<file path="src/hw/rtl/line_grid_cell_walk_core_assert.svh">
// ----------------------------------------------------------------------------
// Assertion macros for the grid cell walk core
// Expect signals named clock and reset in the scope of use.
// ----------------------------------------------------------------------------
`ifndef LINE_GRID_CELL_WALK_CORE_ASSERT_SVH
`define LINE_GRID_CELL_WALK_CORE_ASSERT_SVH

// same-cycle implication
`define LGCW_ASSERT_SAME(label, ante, cons) \
   label: assert property (@(posedge clock) disable iff (reset) (ante) |-> (cons)) \
      else $error("lgcw: same-cycle check failed");

// next-cycle implication
`define LGCW_ASSERT_NEXT(label, ante, cons) \
   label: assert property (@(posedge clock) disable iff (reset) (ante) |=> (cons)) \
      else $error("lgcw: next-cycle check failed");

`endif

</file>
<file path="src/hw/rtl/lgcw_pkg.sv">
// ----------------------------------------------------------------------------
// lgcw_pkg
// Constants, types and codes shared by the grid cell walk core.
// ----------------------------------------------------------------------------
`default_nettype none

package lgcw_pkg;

   localparam int CELL_SHIFT   = 7;
   localparam int GRID_DIM_MAX = 32;
   localparam int MAX_RESULTS  = 63;

   localparam int COORD_W = 16;
   localparam int TAG_W   = 16;
   localparam int DIM_W   = 6;
   localparam int IDX_W   = 10;

   localparam int REL_W   = COORD_W + 1;
   localparam int POS_W   = $clog2(GRID_DIM_MAX);
   localparam int MAP_W   = POS_W + CELL_SHIFT;
   localparam int DELTA_W = MAP_W + 1;
   localparam int PROD_W  = CELL_SHIFT + MAP_W;
   localparam int GAIN_W  = MAP_W + CELL_SHIFT;
   localparam int TERM_W  = GAIN_W + 2;
   localparam int CNT_W   = $clog2(MAX_RESULTS + 1);

   localparam int CSR_IDX_W  = 2;
   localparam int CSR_DATA_W = 16;

   localparam logic [CSR_IDX_W-1:0] CSR_ORIGIN_X  = 2'd0;
   localparam logic [CSR_IDX_W-1:0] CSR_ORIGIN_Y  = 2'd1;
   localparam logic [CSR_IDX_W-1:0] CSR_GRID_COLS = 2'd2;
   localparam logic [CSR_IDX_W-1:0] CSR_GRID_ROWS = 2'd3;

   typedef enum logic [2:0] {
      ST_IDLE,
      ST_SETUP,
      ST_PREP,
      ST_WALK,
      ST_REJECT
   } walk_state_type;

   typedef struct packed {
      logic load;
      logic setup;
      logic prep;
      logic step;
      logic reject;
   } walk_cmd_type;

   typedef struct packed {
      logic outside;
      logic walk_last;
      logic out_free;
   } walk_status_type;

endpackage

`default_nettype wire

</file>
<file path="src/hw/rtl/lgcw_ctrl.sv">
// ----------------------------------------------------------------------------
// lgcw_ctrl
// Sequencer for one segment: capture, setup, term prep, then cell walk or reject.
// ----------------------------------------------------------------------------
`default_nettype none

module lgcw_ctrl (
   input  wire                        clock,
   input  wire                        reset,
   input  wire                        req_valid,
   output logic                       req_stall,
   input  lgcw_pkg::walk_status_type  status,
   output lgcw_pkg::walk_cmd_type     cmd
);
   import lgcw_pkg::*;

   walk_state_type state_ff;
   walk_state_type state_in;

   always_ff @(posedge clock) begin
      if (reset) begin
         state_ff <= ST_IDLE;
      end else begin
         state_ff <= state_in;
      end
   end

   always_comb begin
      state_in = state_ff;
      case (state_ff)
         ST_IDLE: begin
            if (req_valid) state_in = ST_SETUP;
         end
         ST_SETUP: begin
            state_in = ST_PREP;
         end
         ST_PREP: begin
            state_in = status.outside ? ST_REJECT : ST_WALK;
         end
         ST_WALK: begin
            if (status.out_free && status.walk_last) state_in = ST_IDLE;
         end
         ST_REJECT: begin
            if (status.out_free) state_in = ST_IDLE;
         end
         default: begin
            state_in = ST_IDLE;
         end
      endcase
   end

   always_comb begin
      req_stall = 1'b1;
      cmd       = '0;
      case (state_ff)
         ST_IDLE: begin
            req_stall = 1'b0;
            cmd.load  = req_valid;
         end
         ST_SETUP: begin
            cmd.setup = 1'b1;
         end
         ST_PREP: begin
            cmd.prep = 1'b1;
         end
         ST_WALK: begin
            cmd.step = status.out_free;
         end
         ST_REJECT: begin
            cmd.reject = status.out_free;
         end
         default: begin
            req_stall = 1'b1;
         end
      endcase
   end

endmodule

`default_nettype wire

</file>
<file path="src/hw/rtl/lgcw_datapath.sv">
// ----------------------------------------------------------------------------
// lgcw_datapath
// Config registers, segment setup, decision term, cell tracking, output word.
// ----------------------------------------------------------------------------
`default_nettype none

module lgcw_datapath (
   input  wire                                   clock,
   input  wire                                   reset,
   input  wire                                   csr_we,
   input  wire  [lgcw_pkg::CSR_IDX_W-1:0]        csr_index,
   input  wire  [lgcw_pkg::CSR_DATA_W-1:0]       csr_wdata,
   input  wire  signed [lgcw_pkg::COORD_W-1:0]   req_start_x,
   input  wire  signed [lgcw_pkg::COORD_W-1:0]   req_start_y,
   input  wire  signed [lgcw_pkg::COORD_W-1:0]   req_end_x,
   input  wire  signed [lgcw_pkg::COORD_W-1:0]   req_end_y,
   input  wire  [lgcw_pkg::TAG_W-1:0]            req_segment_id,
   input  lgcw_pkg::walk_cmd_type                cmd,
   output lgcw_pkg::walk_status_type             status,
   input  wire                                   rsp_stall,
   output logic                                  rsp_valid,
   output logic [lgcw_pkg::IDX_W-1:0]            rsp_cell_index,
   output logic [lgcw_pkg::TAG_W-1:0]            rsp_segment_tag,
   output logic                                  rsp_last_cell,
   output logic                                  rsp_outside_grid
);
   import lgcw_pkg::*;

   // configuration
   logic [COORD_W-1:0] origin_x_ff;
   logic [COORD_W-1:0] origin_y_ff;
   logic [DIM_W-1:0]   grid_cols_ff;
   logic [DIM_W-1:0]   grid_rows_ff;
   logic [DIM_W-1:0]   cols_use;
   logic [DIM_W-1:0]   rows_use;

   // captured segment, offsets from grid origin
   logic [REL_W-1:0]   rel_x_ff, rel_y_ff, rel_ex_ff, rel_ey_ff;
   logic [TAG_W-1:0]   tag_ff;

   // setup logic
   logic [REL_W-1:0]   ext_cols, ext_rows;
   logic               inside_all;
   logic [MAP_W-1:0]   px, py, pex, pey;
   logic [DELTA_W-1:0] dx, dy, neg_dx, neg_dy;
   logic               x_neg_in, y_neg_in;
   logic [MAP_W-1:0]   adx, ady;
   logic [CELL_SHIFT-1:0] fa, fb;
   logic [PROD_W-1:0]  prod_a_in, prod_b_in;
   logic [IDX_W-1:0]   idx_start;

   // setup registers
   logic [PROD_W-1:0]  prod_a_ff, prod_b_ff;
   logic [GAIN_W-1:0]  x_gain_ff, y_gain_ff;
   logic               x_neg_ff, y_neg_ff;
   logic               adx_zero_ff, ady_zero_ff;
   logic               outside_ff;
   logic [POS_W-1:0]   ecol_ff, erow_ff;

   // walk registers
   logic [POS_W-1:0]   col_ff, row_ff;
   logic [IDX_W-1:0]   idx_ff;
   logic [TERM_W-1:0]  term_ff;
   logic [CNT_W-1:0]   cnt_ff;

   logic               term_neg, at_end, cnt_full, x_blocked, y_blocked, walk_last;

   // output word
   logic               rsp_valid_ff;
   logic [IDX_W-1:0]   cell_ff;
   logic [TAG_W-1:0]   rtag_ff;
   logic               last_ff, outside_out_ff;
   logic               out_free;

   always_ff @(posedge clock) begin
      if (reset) begin
         origin_x_ff  <= '0;
         origin_y_ff  <= '0;
         grid_cols_ff <= DIM_W'(GRID_DIM_MAX);
         grid_rows_ff <= DIM_W'(GRID_DIM_MAX);
      end else if (csr_we) begin
         case (csr_index)
            CSR_ORIGIN_X:  origin_x_ff  <= csr_wdata[COORD_W-1:0];
            CSR_ORIGIN_Y:  origin_y_ff  <= csr_wdata[COORD_W-1:0];
            CSR_GRID_COLS: grid_cols_ff <= csr_wdata[DIM_W-1:0];
            CSR_GRID_ROWS: grid_rows_ff <= csr_wdata[DIM_W-1:0];
            default: begin
            end
         endcase
      end
   end

   always_comb begin
      cols_use = grid_cols_ff;
      if (grid_cols_ff == '0) cols_use = DIM_W'(1);
      else if (grid_cols_ff > DIM_W'(GRID_DIM_MAX)) cols_use = DIM_W'(GRID_DIM_MAX);
      rows_use = grid_rows_ff;
      if (grid_rows_ff == '0) rows_use = DIM_W'(1);
      else if (grid_rows_ff > DIM_W'(GRID_DIM_MAX)) rows_use = DIM_W'(GRID_DIM_MAX);
   end

   // capture: origin offsets, 17 bit so no wrap
   always_ff @(posedge clock) begin
      if (cmd.load) begin
         rel_x_ff  <= {req_start_x[COORD_W-1], req_start_x} - {origin_x_ff[COORD_W-1], origin_x_ff};
         rel_y_ff  <= {req_start_y[COORD_W-1], req_start_y} - {origin_y_ff[COORD_W-1], origin_y_ff};
         rel_ex_ff <= {req_end_x[COORD_W-1], req_end_x} - {origin_x_ff[COORD_W-1], origin_x_ff};
         rel_ey_ff <= {req_end_y[COORD_W-1], req_end_y} - {origin_y_ff[COORD_W-1], origin_y_ff};
         tag_ff    <= req_segment_id;
      end
   end

   always_comb begin
      ext_cols = {{(REL_W-DIM_W){1'b0}}, cols_use} << CELL_SHIFT;
      ext_rows = {{(REL_W-DIM_W){1'b0}}, rows_use} << CELL_SHIFT;
      inside_all = !rel_x_ff[REL_W-1]  && (rel_x_ff  < ext_cols)
                && !rel_ex_ff[REL_W-1] && (rel_ex_ff < ext_cols)
                && !rel_y_ff[REL_W-1]  && (rel_y_ff  < ext_rows)
                && !rel_ey_ff[REL_W-1] && (rel_ey_ff < ext_rows);

      px  = rel_x_ff[MAP_W-1:0];
      py  = rel_y_ff[MAP_W-1:0];
      pex = rel_ex_ff[MAP_W-1:0];
      pey = rel_ey_ff[MAP_W-1:0];

      dx       = {1'b0, pex} - {1'b0, px};
      dy       = {1'b0, pey} - {1'b0, py};
      neg_dx   = -dx;
      neg_dy   = -dy;
      x_neg_in = dx[DELTA_W-1];
      y_neg_in = dy[DELTA_W-1];
      adx      = x_neg_in ? neg_dx[MAP_W-1:0] : dx[MAP_W-1:0];
      ady      = y_neg_in ? neg_dy[MAP_W-1:0] : dy[MAP_W-1:0];

      // distance to the cell face in the step direction
      fa = x_neg_in ? px[CELL_SHIFT-1:0] : ~px[CELL_SHIFT-1:0];
      fb = y_neg_in ? py[CELL_SHIFT-1:0] : ~py[CELL_SHIFT-1:0];

      prod_a_in = PROD_W'(fa) * PROD_W'(ady);
      prod_b_in = PROD_W'(fb) * PROD_W'(adx);

      idx_start = IDX_W'(py[MAP_W-1:CELL_SHIFT]) * IDX_W'(cols_use)
                + IDX_W'(px[MAP_W-1:CELL_SHIFT]);
   end

   // walk status
   always_comb begin
      term_neg  = term_ff[TERM_W-1];
      at_end    = (col_ff == ecol_ff) && (row_ff == erow_ff);
      cnt_full  = (cnt_ff == CNT_W'(MAX_RESULTS - 1));
      x_blocked = x_neg_ff ? (col_ff == '0) : (DIM_W'(col_ff) == cols_use - DIM_W'(1));
      y_blocked = y_neg_ff ? (row_ff == '0) : (DIM_W'(row_ff) == rows_use - DIM_W'(1));
      walk_last = at_end || cnt_full || (term_neg ? x_blocked : y_blocked);
   end

   always_ff @(posedge clock) begin
      if (cmd.setup) begin
         prod_a_ff   <= prod_a_in;
         prod_b_ff   <= prod_b_in;
         x_gain_ff   <= {ady, {CELL_SHIFT{1'b0}}};
         y_gain_ff   <= {adx, {CELL_SHIFT{1'b0}}};
         x_neg_ff    <= x_neg_in;
         y_neg_ff    <= y_neg_in;
         adx_zero_ff <= (adx == '0);
         ady_zero_ff <= (ady == '0);
         outside_ff  <= !inside_all;
         col_ff      <= px[MAP_W-1:CELL_SHIFT];
         row_ff      <= py[MAP_W-1:CELL_SHIFT];
         ecol_ff     <= pex[MAP_W-1:CELL_SHIFT];
         erow_ff     <= pey[MAP_W-1:CELL_SHIFT];
         idx_ff      <= idx_start;
      end else if (cmd.prep) begin
         cnt_ff <= '0;
         if (adx_zero_ff) begin
            term_ff <= TERM_W'(1);
         end else if (ady_zero_ff) begin
            term_ff <= '1;
         end else begin
            term_ff <= TERM_W'(prod_a_ff) - TERM_W'(prod_b_ff);
         end
      end else if (cmd.step && !walk_last) begin
         cnt_ff <= cnt_ff + CNT_W'(1);
         if (term_neg) begin
            col_ff  <= x_neg_ff ? col_ff - POS_W'(1) : col_ff + POS_W'(1);
            idx_ff  <= x_neg_ff ? idx_ff - IDX_W'(1) : idx_ff + IDX_W'(1);
            term_ff <= term_ff + TERM_W'(x_gain_ff);
         end else begin
            row_ff  <= y_neg_ff ? row_ff - POS_W'(1) : row_ff + POS_W'(1);
            idx_ff  <= y_neg_ff ? idx_ff - IDX_W'(cols_use) : idx_ff + IDX_W'(cols_use);
            term_ff <= term_ff - TERM_W'(y_gain_ff);
         end
      end
   end

   // output word register
   assign out_free = !rsp_valid_ff || !rsp_stall;

   always_ff @(posedge clock) begin
      if (reset) begin
         rsp_valid_ff <= 1'b0;
      end else if (cmd.step || cmd.reject) begin
         rsp_valid_ff <= 1'b1;
      end else if (!rsp_stall) begin
         rsp_valid_ff <= 1'b0;
      end
   end

   always_ff @(posedge clock) begin
      if (cmd.step || cmd.reject) begin
         cell_ff        <= cmd.reject ? '0 : idx_ff;
         rtag_ff        <= tag_ff;
         last_ff        <= cmd.reject ? 1'b1 : walk_last;
         outside_out_ff <= cmd.reject;
      end
   end

   assign status.outside   = outside_ff;
   assign status.walk_last = walk_last;
   assign status.out_free  = out_free;

   assign rsp_valid        = rsp_valid_ff;
   assign rsp_cell_index   = cell_ff;
   assign rsp_segment_tag  = rtag_ff;
   assign rsp_last_cell    = last_ff;
   assign rsp_outside_grid = outside_out_ff;

endmodule

`default_nettype wire

</file>
<file path="src/hw/rtl/line_grid_cell_walk_core.sv">
// ----------------------------------------------------------------------------
// line_grid_cell_walk_core
// Walks a line segment across a square cell grid and emits one word per
// cell crossed, in walk order, tagged with the segment number.
// ----------------------------------------------------------------------------
//
//   channel   dir   handshake            payload
//   req_      in    req_valid/req_stall  start_x/y, end_x/y, segment_id
//   rsp_      out   rsp_valid/rsp_stall  cell_index, segment_tag, last_cell,
//                                        outside_grid
//   csr_      in    csr_we               csr_index, csr_wdata
//
// A segment yields at most 63 result words, or one outside_grid word if an
//   endpoint is off the grid; the rsp side can stall the walk.
// One segment at a time; the walk loop emits one cell per cycle unless rsp stalls.
// Reset: synchronous, active high; grid is 32 x 32 at origin (0, 0).
// req_stall is high from the accept until the last word enters the output
//   register, so the next segment can be taken while that word still waits.
// ----------------------------------------------------------------------------
`default_nettype none
`include "line_grid_cell_walk_core_assert.svh"

module line_grid_cell_walk_core (
   input  wire                                   clock,
   input  wire                                   reset,
   // configuration
   input  wire                                   csr_we,
   input  wire  [lgcw_pkg::CSR_IDX_W-1:0]        csr_index,
   input  wire  [lgcw_pkg::CSR_DATA_W-1:0]       csr_wdata,
   // segment words in
   input  wire                                   req_valid,
   output logic                                  req_stall,
   input  wire  signed [lgcw_pkg::COORD_W-1:0]   req_start_x,
   input  wire  signed [lgcw_pkg::COORD_W-1:0]   req_start_y,
   input  wire  signed [lgcw_pkg::COORD_W-1:0]   req_end_x,
   input  wire  signed [lgcw_pkg::COORD_W-1:0]   req_end_y,
   input  wire  [lgcw_pkg::TAG_W-1:0]            req_segment_id,
   // cell words out
   output logic                                  rsp_valid,
   input  wire                                   rsp_stall,
   output logic [lgcw_pkg::IDX_W-1:0]            rsp_cell_index,
   output logic [lgcw_pkg::TAG_W-1:0]            rsp_segment_tag,
   output logic                                  rsp_last_cell,
   output logic                                  rsp_outside_grid
);
   import lgcw_pkg::*;

   walk_cmd_type    cmd;
   walk_status_type status;

   // Controller: IDLE -> SETUP -> PREP -> WALK (or REJECT) -> IDLE.
   // SETUP does the bounds check, deltas and the two face-distance products;
   // PREP forms the decision term from the registered products.
   lgcw_ctrl u_ctrl (
      .clock     (clock),
      .reset     (reset),
      .req_valid (req_valid),
      .req_stall (req_stall),
      .status    (status),
      .cmd       (cmd)
   );

   // Datapath: config, setup, term update and the output word register.
   // Cell index is tracked by +-1 for x steps and +-cols for y steps.
   lgcw_datapath u_datapath (
      .clock            (clock),
      .reset            (reset),
      .csr_we           (csr_we),
      .csr_index        (csr_index),
      .csr_wdata        (csr_wdata),
      .req_start_x      (req_start_x),
      .req_start_y      (req_start_y),
      .req_end_x        (req_end_x),
      .req_end_y        (req_end_y),
      .req_segment_id   (req_segment_id),
      .cmd              (cmd),
      .status           (status),
      .rsp_stall        (rsp_stall),
      .rsp_valid        (rsp_valid),
      .rsp_cell_index   (rsp_cell_index),
      .rsp_segment_tag  (rsp_segment_tag),
      .rsp_last_cell    (rsp_last_cell),
      .rsp_outside_grid (rsp_outside_grid)
   );

   // a taken segment keeps the input side closed while it is worked on
   `LGCW_ASSERT_NEXT(a_busy_after_accept, req_valid && !req_stall, req_stall)
   // an off-grid word is always the only, hence last, word of its segment
   `LGCW_ASSERT_SAME(a_outside_is_last, rsp_valid && rsp_outside_grid, rsp_last_cell)
   // the input side reopens only once the closing word is in the output register
   `LGCW_ASSERT_SAME(a_reopen_on_last, $fell(req_stall) && !$past(reset), rsp_valid && rsp_last_cell)

endmodule

`default_nettype wire
</file>
<file path="config.mk">
export PLATFORM = sky130hd
export DESIGN_NAME = line_grid_cell_walk_core
export DESIGN_NICKNAME = d
export VERILOG_FILES = /design/src/hw/rtl/lgcw_pkg.sv /design/src/hw/rtl/lgcw_ctrl.sv /design/src/hw/rtl/lgcw_datapath.sv /design/src/hw/rtl/line_grid_cell_walk_core.sv
export VERILOG_INCLUDE_DIRS = /design/src /design/src/hw/rtl
export SDC_FILE = /design/constraint.sdc
export NUM_CORES = 1
export LEC_CHECK = 0
export BUFFER_PORTS_ARGS = -buffer_cell sky130_fd_sc_hd__buf_2
export CAP_MARGIN = 20
export CORE_MARGIN = 4
export CORE_UTILIZATION = 50
export CTS_CLUSTER_SIZE = 8
export DETAILED_ROUTE_END_ITERATION = 8
export PLACE_DENSITY = 0.68
export SLEW_MARGIN = 20
export SYNTH_ARGS = -nofsm -noshare
export SYNTH_HDL_FRONTEND = slang
export SYNTH_HIERARCHICAL = 1
export SYNTH_SLANG_ARGS = --single-unit
</file>
<file path="constraint.sdc">
create_clock -name clock -period 15.3 [get_ports clock]
set_input_delay 0.765 -clock clock [delete_from_list [all_inputs] [get_ports clock]]
set_output_delay 0.765 -clock clock [all_outputs]
set_load 0.1 [all_outputs]
</file>
### After elaboration in Yosys (flattened, before gate mapping)

Cells that the tools add are included.

* $add $sub $neg: 23
* $mul: 3
* magnitude comparators: 6
* equal/unequal tests: 18
* multiplexer cells: 46
* bitwise operators: 3
* reduce and logical (&&, ||, !) cells: 42

Operators by type and width (number)
* two-way mux 21 bit: 5
* < comparator 17 x 13 -> 1 bit: 4
* subtractor 16 x 16 -> 17 bit: 4
* two-way mux 10 bit: 6
* two-way mux 5 bit: 10
* multiplier 7 x 12 -> 19 bit: 2
* two-way mux 6 bit: 5
* subtractor 12 x 12 -> 13 bit: 2
* zero test 12 bit: 2
* two-way mux 12 bit: 2
* negator 12 bit: 2
* adder 21 x 19 -> 21 bit: 1
* subtractor 21 x 19 -> 21 bit: 1
* subtractor 19 x 19 -> 20 bit: 1
* case mux 3 bit (5 select lines): 1
* two-way mux 7 bit: 2
* inverter 7 bit: 2
* == test 5 x 6 -> 1 bit: 2
* greater-than comparator 6 bit (second input constant): 2
* zero test 6 bit: 2
* two-way mux 3 bit: 4
* AND reduction 2 bit: 6
* subtractor 6 x 1 -> 6 bit (second input constant): 2
* two-way mux 1 bit: 11
* 27 further kinds: 60

* flip-flop bits (word level): 284
* output and inout bits: 30
* word-level logic and storage cells: 172

### Logic depth before layout (Yosys ltp)

* depth after elaboration: 13
* depth in mapped cells: 29
* gate-level depth less buffers: 28

### Cells and area by module

The synthesis kept the hierarchy.

Modules (own cells, without submodules)
* lgcw_datapath: times used 1, cells an instance 2414, area an instance 23048.4 µm², seq. area each 7777.5 µm²
* lgcw_ctrl: times used 1, cells an instance 24, area an instance 201.4 µm², seq. area each 60.1 µm²

### Worst setup path after synthesis

Ideal clock, no wire load.

* path type: register to register
* start: reg u_ctrl.state_ff[0]
* end: reg u_datapath.cnt_ff[0] (enable)
* setup time: 0.291 ns
* data arrival time: 7.163 ns
* data required time: 15.009 ns
* slack: 7.846 ns
* stages on the path, launching flop included: 5
* buffers on the path: 2
* cells stage by stage: dfxtp_1 -> buf_2 -> nor3b_1 -> clkbuf_1 -> o21ba_2

RTL lines
* from (decl): line lgcw_ctrl.sv:17 `walk_state_type state_ff;`
* from (signal assigned): line lgcw_ctrl.sv:24 `state_ff <= state_in;`
* to (signal assigned): line lgcw_datapath.sv:182 `cnt_ff <= cnt_ff + CNT_W'(1);`
* to (decl): line lgcw_datapath.sv:64 `logic [CNT_W-1:0] cnt_ff;`

### Final worst setup path

* start: reg u_datapath.rel_y_ff[0]
* end: reg u_datapath.prod_b_ff[18], data pin

* cells in the longest elaborated chain, start to end: 3
* elaborated cells on any way between the ends: 4

Ends and longest elaborated chain
* from (decl): line lgcw_datapath.sv:38 `logic [REL_W-1:0] rel_x_ff, rel_y_ff, rel_ex_ff, rel_ey_ff;`
* from (signal assigned): line lgcw_datapath.sv:106 `rel_y_ff <= {req_start_y[COORD_W-1], req_start_y} - {origin_y_ff[COORD_W-1], origin_y_ff};`
* subtractor 12 x 12 -> 13 bit or inverter 7 bit (tied branches): line lgcw_datapath.sv:127, lgcw_datapath.sv:137
* two-way mux 7 bit (*): line lgcw_datapath.sv:137 `fb = y_neg_in ? py[CELL_SHIFT-1:0] : ~py[CELL_SHIFT-1:0];`
* multiplier 7 x 12 -> 19 bit (*): line lgcw_datapath.sv:140 `prod_b_in = PROD_W'(fb) * PROD_W'(adx);`
* named net u_datapath.prod_b_in[18]: line lgcw_datapath.sv:49 `logic [PROD_W-1:0] prod_a_in, prod_b_in;`
* to (signal assigned): line lgcw_datapath.sv:159 `prod_b_ff <= prod_b_in;`
* to (decl): line lgcw_datapath.sv:53 `logic [PROD_W-1:0] prod_a_ff, prod_b_ff;`

Mark *: on every way through the listed nets, which the timed path passes. The rest lies on a longest branch.
A chain may end at the register's enable or synchronous reset.

==> flow_metrics.tcl <==
set metrics [dict create \
    worstPathRequired_ps 15620 \
    clk_pin_slew_ps 50 \
    slew_violations 0 \
    cp-end-kind "flip-flop" \
    min_from "req_segment_id[9]" \
    synth-main-ff-cell "edfxtp_1" \
    start_util_pct 50.9 \
    yosys_register_bits 277 \
    cts_max_level 2 \
    io_buffers 132 \
    grt_pass1_wl_um 91700 \
    crit_type "reg -> reg" \
    arrival_ps 8380 \
    insertion_delay_ps 580 \
    fp.dieH_um 224 \
    fin_area_um2 25800 \
    hold_path_class "in -> reg" \
    ys_warn_count 6 \
    postCtsSetupBuffers 0 \
    io_pins 133 \
    yosys.cell_types.count 86 \
    cts-resized-gates 0 \
    fmax_ghz 0.124 \
    first_global_vias 17500 \
    maxCapViolations 0 \
    crit_start "u_datapath/rel_y_ff[0]" \
    gp_congestion 0.918 \
    setup_violations 0 \
    grt_max_degree 70 \
    ys_seq_area_share_pct 33.7 \
    ctsLongestPathBuffers 3 \
    cts_sinks 277 \
    cts_root_buffer "clkbuf_16" \
    hold_buffers 0 \
    finalCritPeriodShare_pct 52.7 \
    synth_area_um2 23200 \
    path_delay_family "adder cells" \
    num_vias 18200 \
    max_slew_margin_pct 27.9 \
    crit_buf_inv 3 \
    reg2reg_from "u_datapath/rel_y_ff[0]" \
    totalWireLength_um 58600 \
    synth_nets 2919 \
    post_drt_wl_per_cell_um 18.3 \
    tritoncts "done" \
    worst_path_largest_cell_delay_ps 920 \
    worst_path_most_repeated_cell "fa_1" \
    worst_setup_path_start_kind "flip-flop" \
    drt_iter0_drc 1302 \
    nNetsFinal 3053 \
    detailed_place_hpwl_um 46100 \
    vias_per_cell 5.67 \
    fin_util_pct 56.5 \
    crit_fanout 14 \
    finalHoldViolCount 0 \
    num_rows 78 \
    rsz0062_at_grt "no" \
    antenna_found_initial 0 \
    syn2layout_area_growth_pct 11.0 \
    ant_nets 0 \
    tns_ps 0 \
    worstPathCellList "ha_1 -> fa_1 -> nand2b_1 -> a21oi_1 -> o211ai_1 -> a31oi_2 -> inv_1 -> xnor2_1 -> nor2_1 -> fa_1 -> fa_1 -> fa_1 -> inv_1 -> fa_1 -> inv_1 -> ha_1 -> or2_2 -> a21oi_1 -> nor2b_1 -> a41oi_1 -> a21oi_1 -> a211o_1 -> a21oi_1 -> xnor2_1" \
    grt.total_usage_pct 22.8 \
    crit_slowest_cell "xnor2_1" \
    fin_crit_ps 8060 \
    place_area_um2 24500 \
    synthArstFlopShare_pct 0 \
    die_area_um2 50000 \
    status "finished clean" \
    synth_edf_count 229 \
    clock_skew_ps 24.0 \
    core_area_um2 45700 \
    cts-buffers-inserted 42 \
    syn_inst 2438 \
    grt_overflow_total 0 \
    drive_above_1_share_pct 9.01 \
    dr.pass1.iters 6 \
    tightest_slew_ps 1070 \
    die-width_um 224 \
    route.detailed.drc 0 \
    syn_area_per_cell_um2 9.54 \
]
## metal layers
layer | vias up | GRT usage (%) | share of wire, %
li1 | 8708 | - | -
met1 | 8706 | 32.5 | 45
met2 | 620 | 36.0 | 46
met3 | 116 | 3.89 | 7.2
met4 | 0 | 6.66 | 2.6
met5 | - | 0 | 0
## worst paths after layout
path                                    to  slack, ps  cells past startpoint
max               u_datapath/prod_b_ff[18]       7240                     24
min                   u_datapath/tag_ff[9]        380                      1
max reg2reg       u_datapath/prod_b_ff[18]       7240                     24
min reg2reg  u_datapath/rsp_segment_tag[1]        410                      0
## sequential cells by signal, summed over array words and instances, names as in the netlist, 6 cells and up
signal / count
u_datapath/cnt_ff: 6
u_datapath/grid_cols_ff: 6
u_datapath/grid_rows_ff: 6
u_datapath/idx_ff: 10
u_datapath/origin_x_ff: 16
u_datapath/origin_y_ff: 16
u_datapath/prod_a_ff: 19
u_datapath/prod_b_ff: 19
u_datapath/rel_ex_ff: 17
u_datapath/rel_ey_ff: 17
u_datapath/rel_x_ff: 17
u_datapath/rel_y_ff: 17
u_datapath/rsp_cell_index: 10
u_datapath/rsp_segment_tag: 16
u_datapath/tag_ff: 16
u_datapath/term_ff: 14
u_datapath/x_gain_ff: 12
u_datapath/y_gain_ff: 12
## worst reg2reg max path, stage by stage, from the launching register on
cell and delay [ps]:
edfxtp_1 450, ha_1 270, fa_1 400, nand2b_1 200
a21oi_1 320, o211ai_1 190, a31oi_2 370, inv_1 390
xnor2_1 930, nor2_1 180, fa_1 600, fa_1 450
fa_1 540, inv_1 60, fa_1 540, inv_1 50
ha_1 330, or2_2 330, a21oi_1 160, nor2b_1 80
a41oi_1 270, a21oi_1 170, a211o_1 280, a21oi_1 180
xnor2_1 90
## Yosys cell counts (all sizes together) (10+ instances only)
cell type,count,share of area (%)
clkbuf,44,0.71
nand2b,39,1.0
o21a,19,0.61
a211oi,12,0.41
ha,254,14
nand2,212,3.4
a21oi,141,3.0
o211ai,15,0.48
xnor2,129,4.9
o21bai,10,0.32
xor2,69,2.6
nand3,53,1.1
or3,40,1.1
nor4,21,0.57
a2111oi,15,0.57
dfxtp,48,4.1
o21ai,103,2.2
inv,302,4.9
nor2b,38,1.1
edfxtp,229,30
nor2,233,3.8
a21boi,10,0.32
a21o,26,0.84
or2,21,0.57
mux2i,14,0.60
nor3,66,1.5
fa,124,11
and3,10,0.27
## metrics by stage
stage,std cells,hold slack (ps),setup WS (ps)
2_1_floorplan,2438,400,7850
3_3_place_gp,3127,401,7520
3_5_place_dp,3127,405,7360
4_1_cts,3197,349,7340
5_1_grt,3198,352,6820
6_report,3199,375,7240
## cell families after synthesis
logic type / after synthesis / synth area share, %
buffers and inverters: 354 / 5.79
AND/OR/NAND/NOR: 778 / 15.8
AO/OA/AOI/OAI: 435 / 12.0
XOR/XNOR: 198 / 7.52
adder cells (fa/ha/maj): 378 / 24.3
multiplexers: 18 / 0.796
flip-flops: 277 / 33.7
## cell type report
class	count	area (µm²)
Fill cell	3986	19900
Multi-Input combinational cell	1807	14100
Sequential cell	277	7840
Inverter	302	1130
Clock buffer	62	1130
Timing Repair Buffer	142	756
Tap cell	600	751
Clock inverter	8	110
Antenna cell	1	2.50
## cell usage in the layout (no fill, tap or decap), drive strengths merged, types with 69 or more instances in the layout
master	Yosys	routed
a21oi	141	141
buf	8	142
edfxtp	229	229
fa	124	124
ha	254	254
inv	302	304
nand2	212	212
nor2	233	233
o21ai	103	103
xnor2	129	129
xor2	69	69
Power is not shown: default switching activity piles up to over one toggle a cycle in this logic, so the estimate is an artifact.
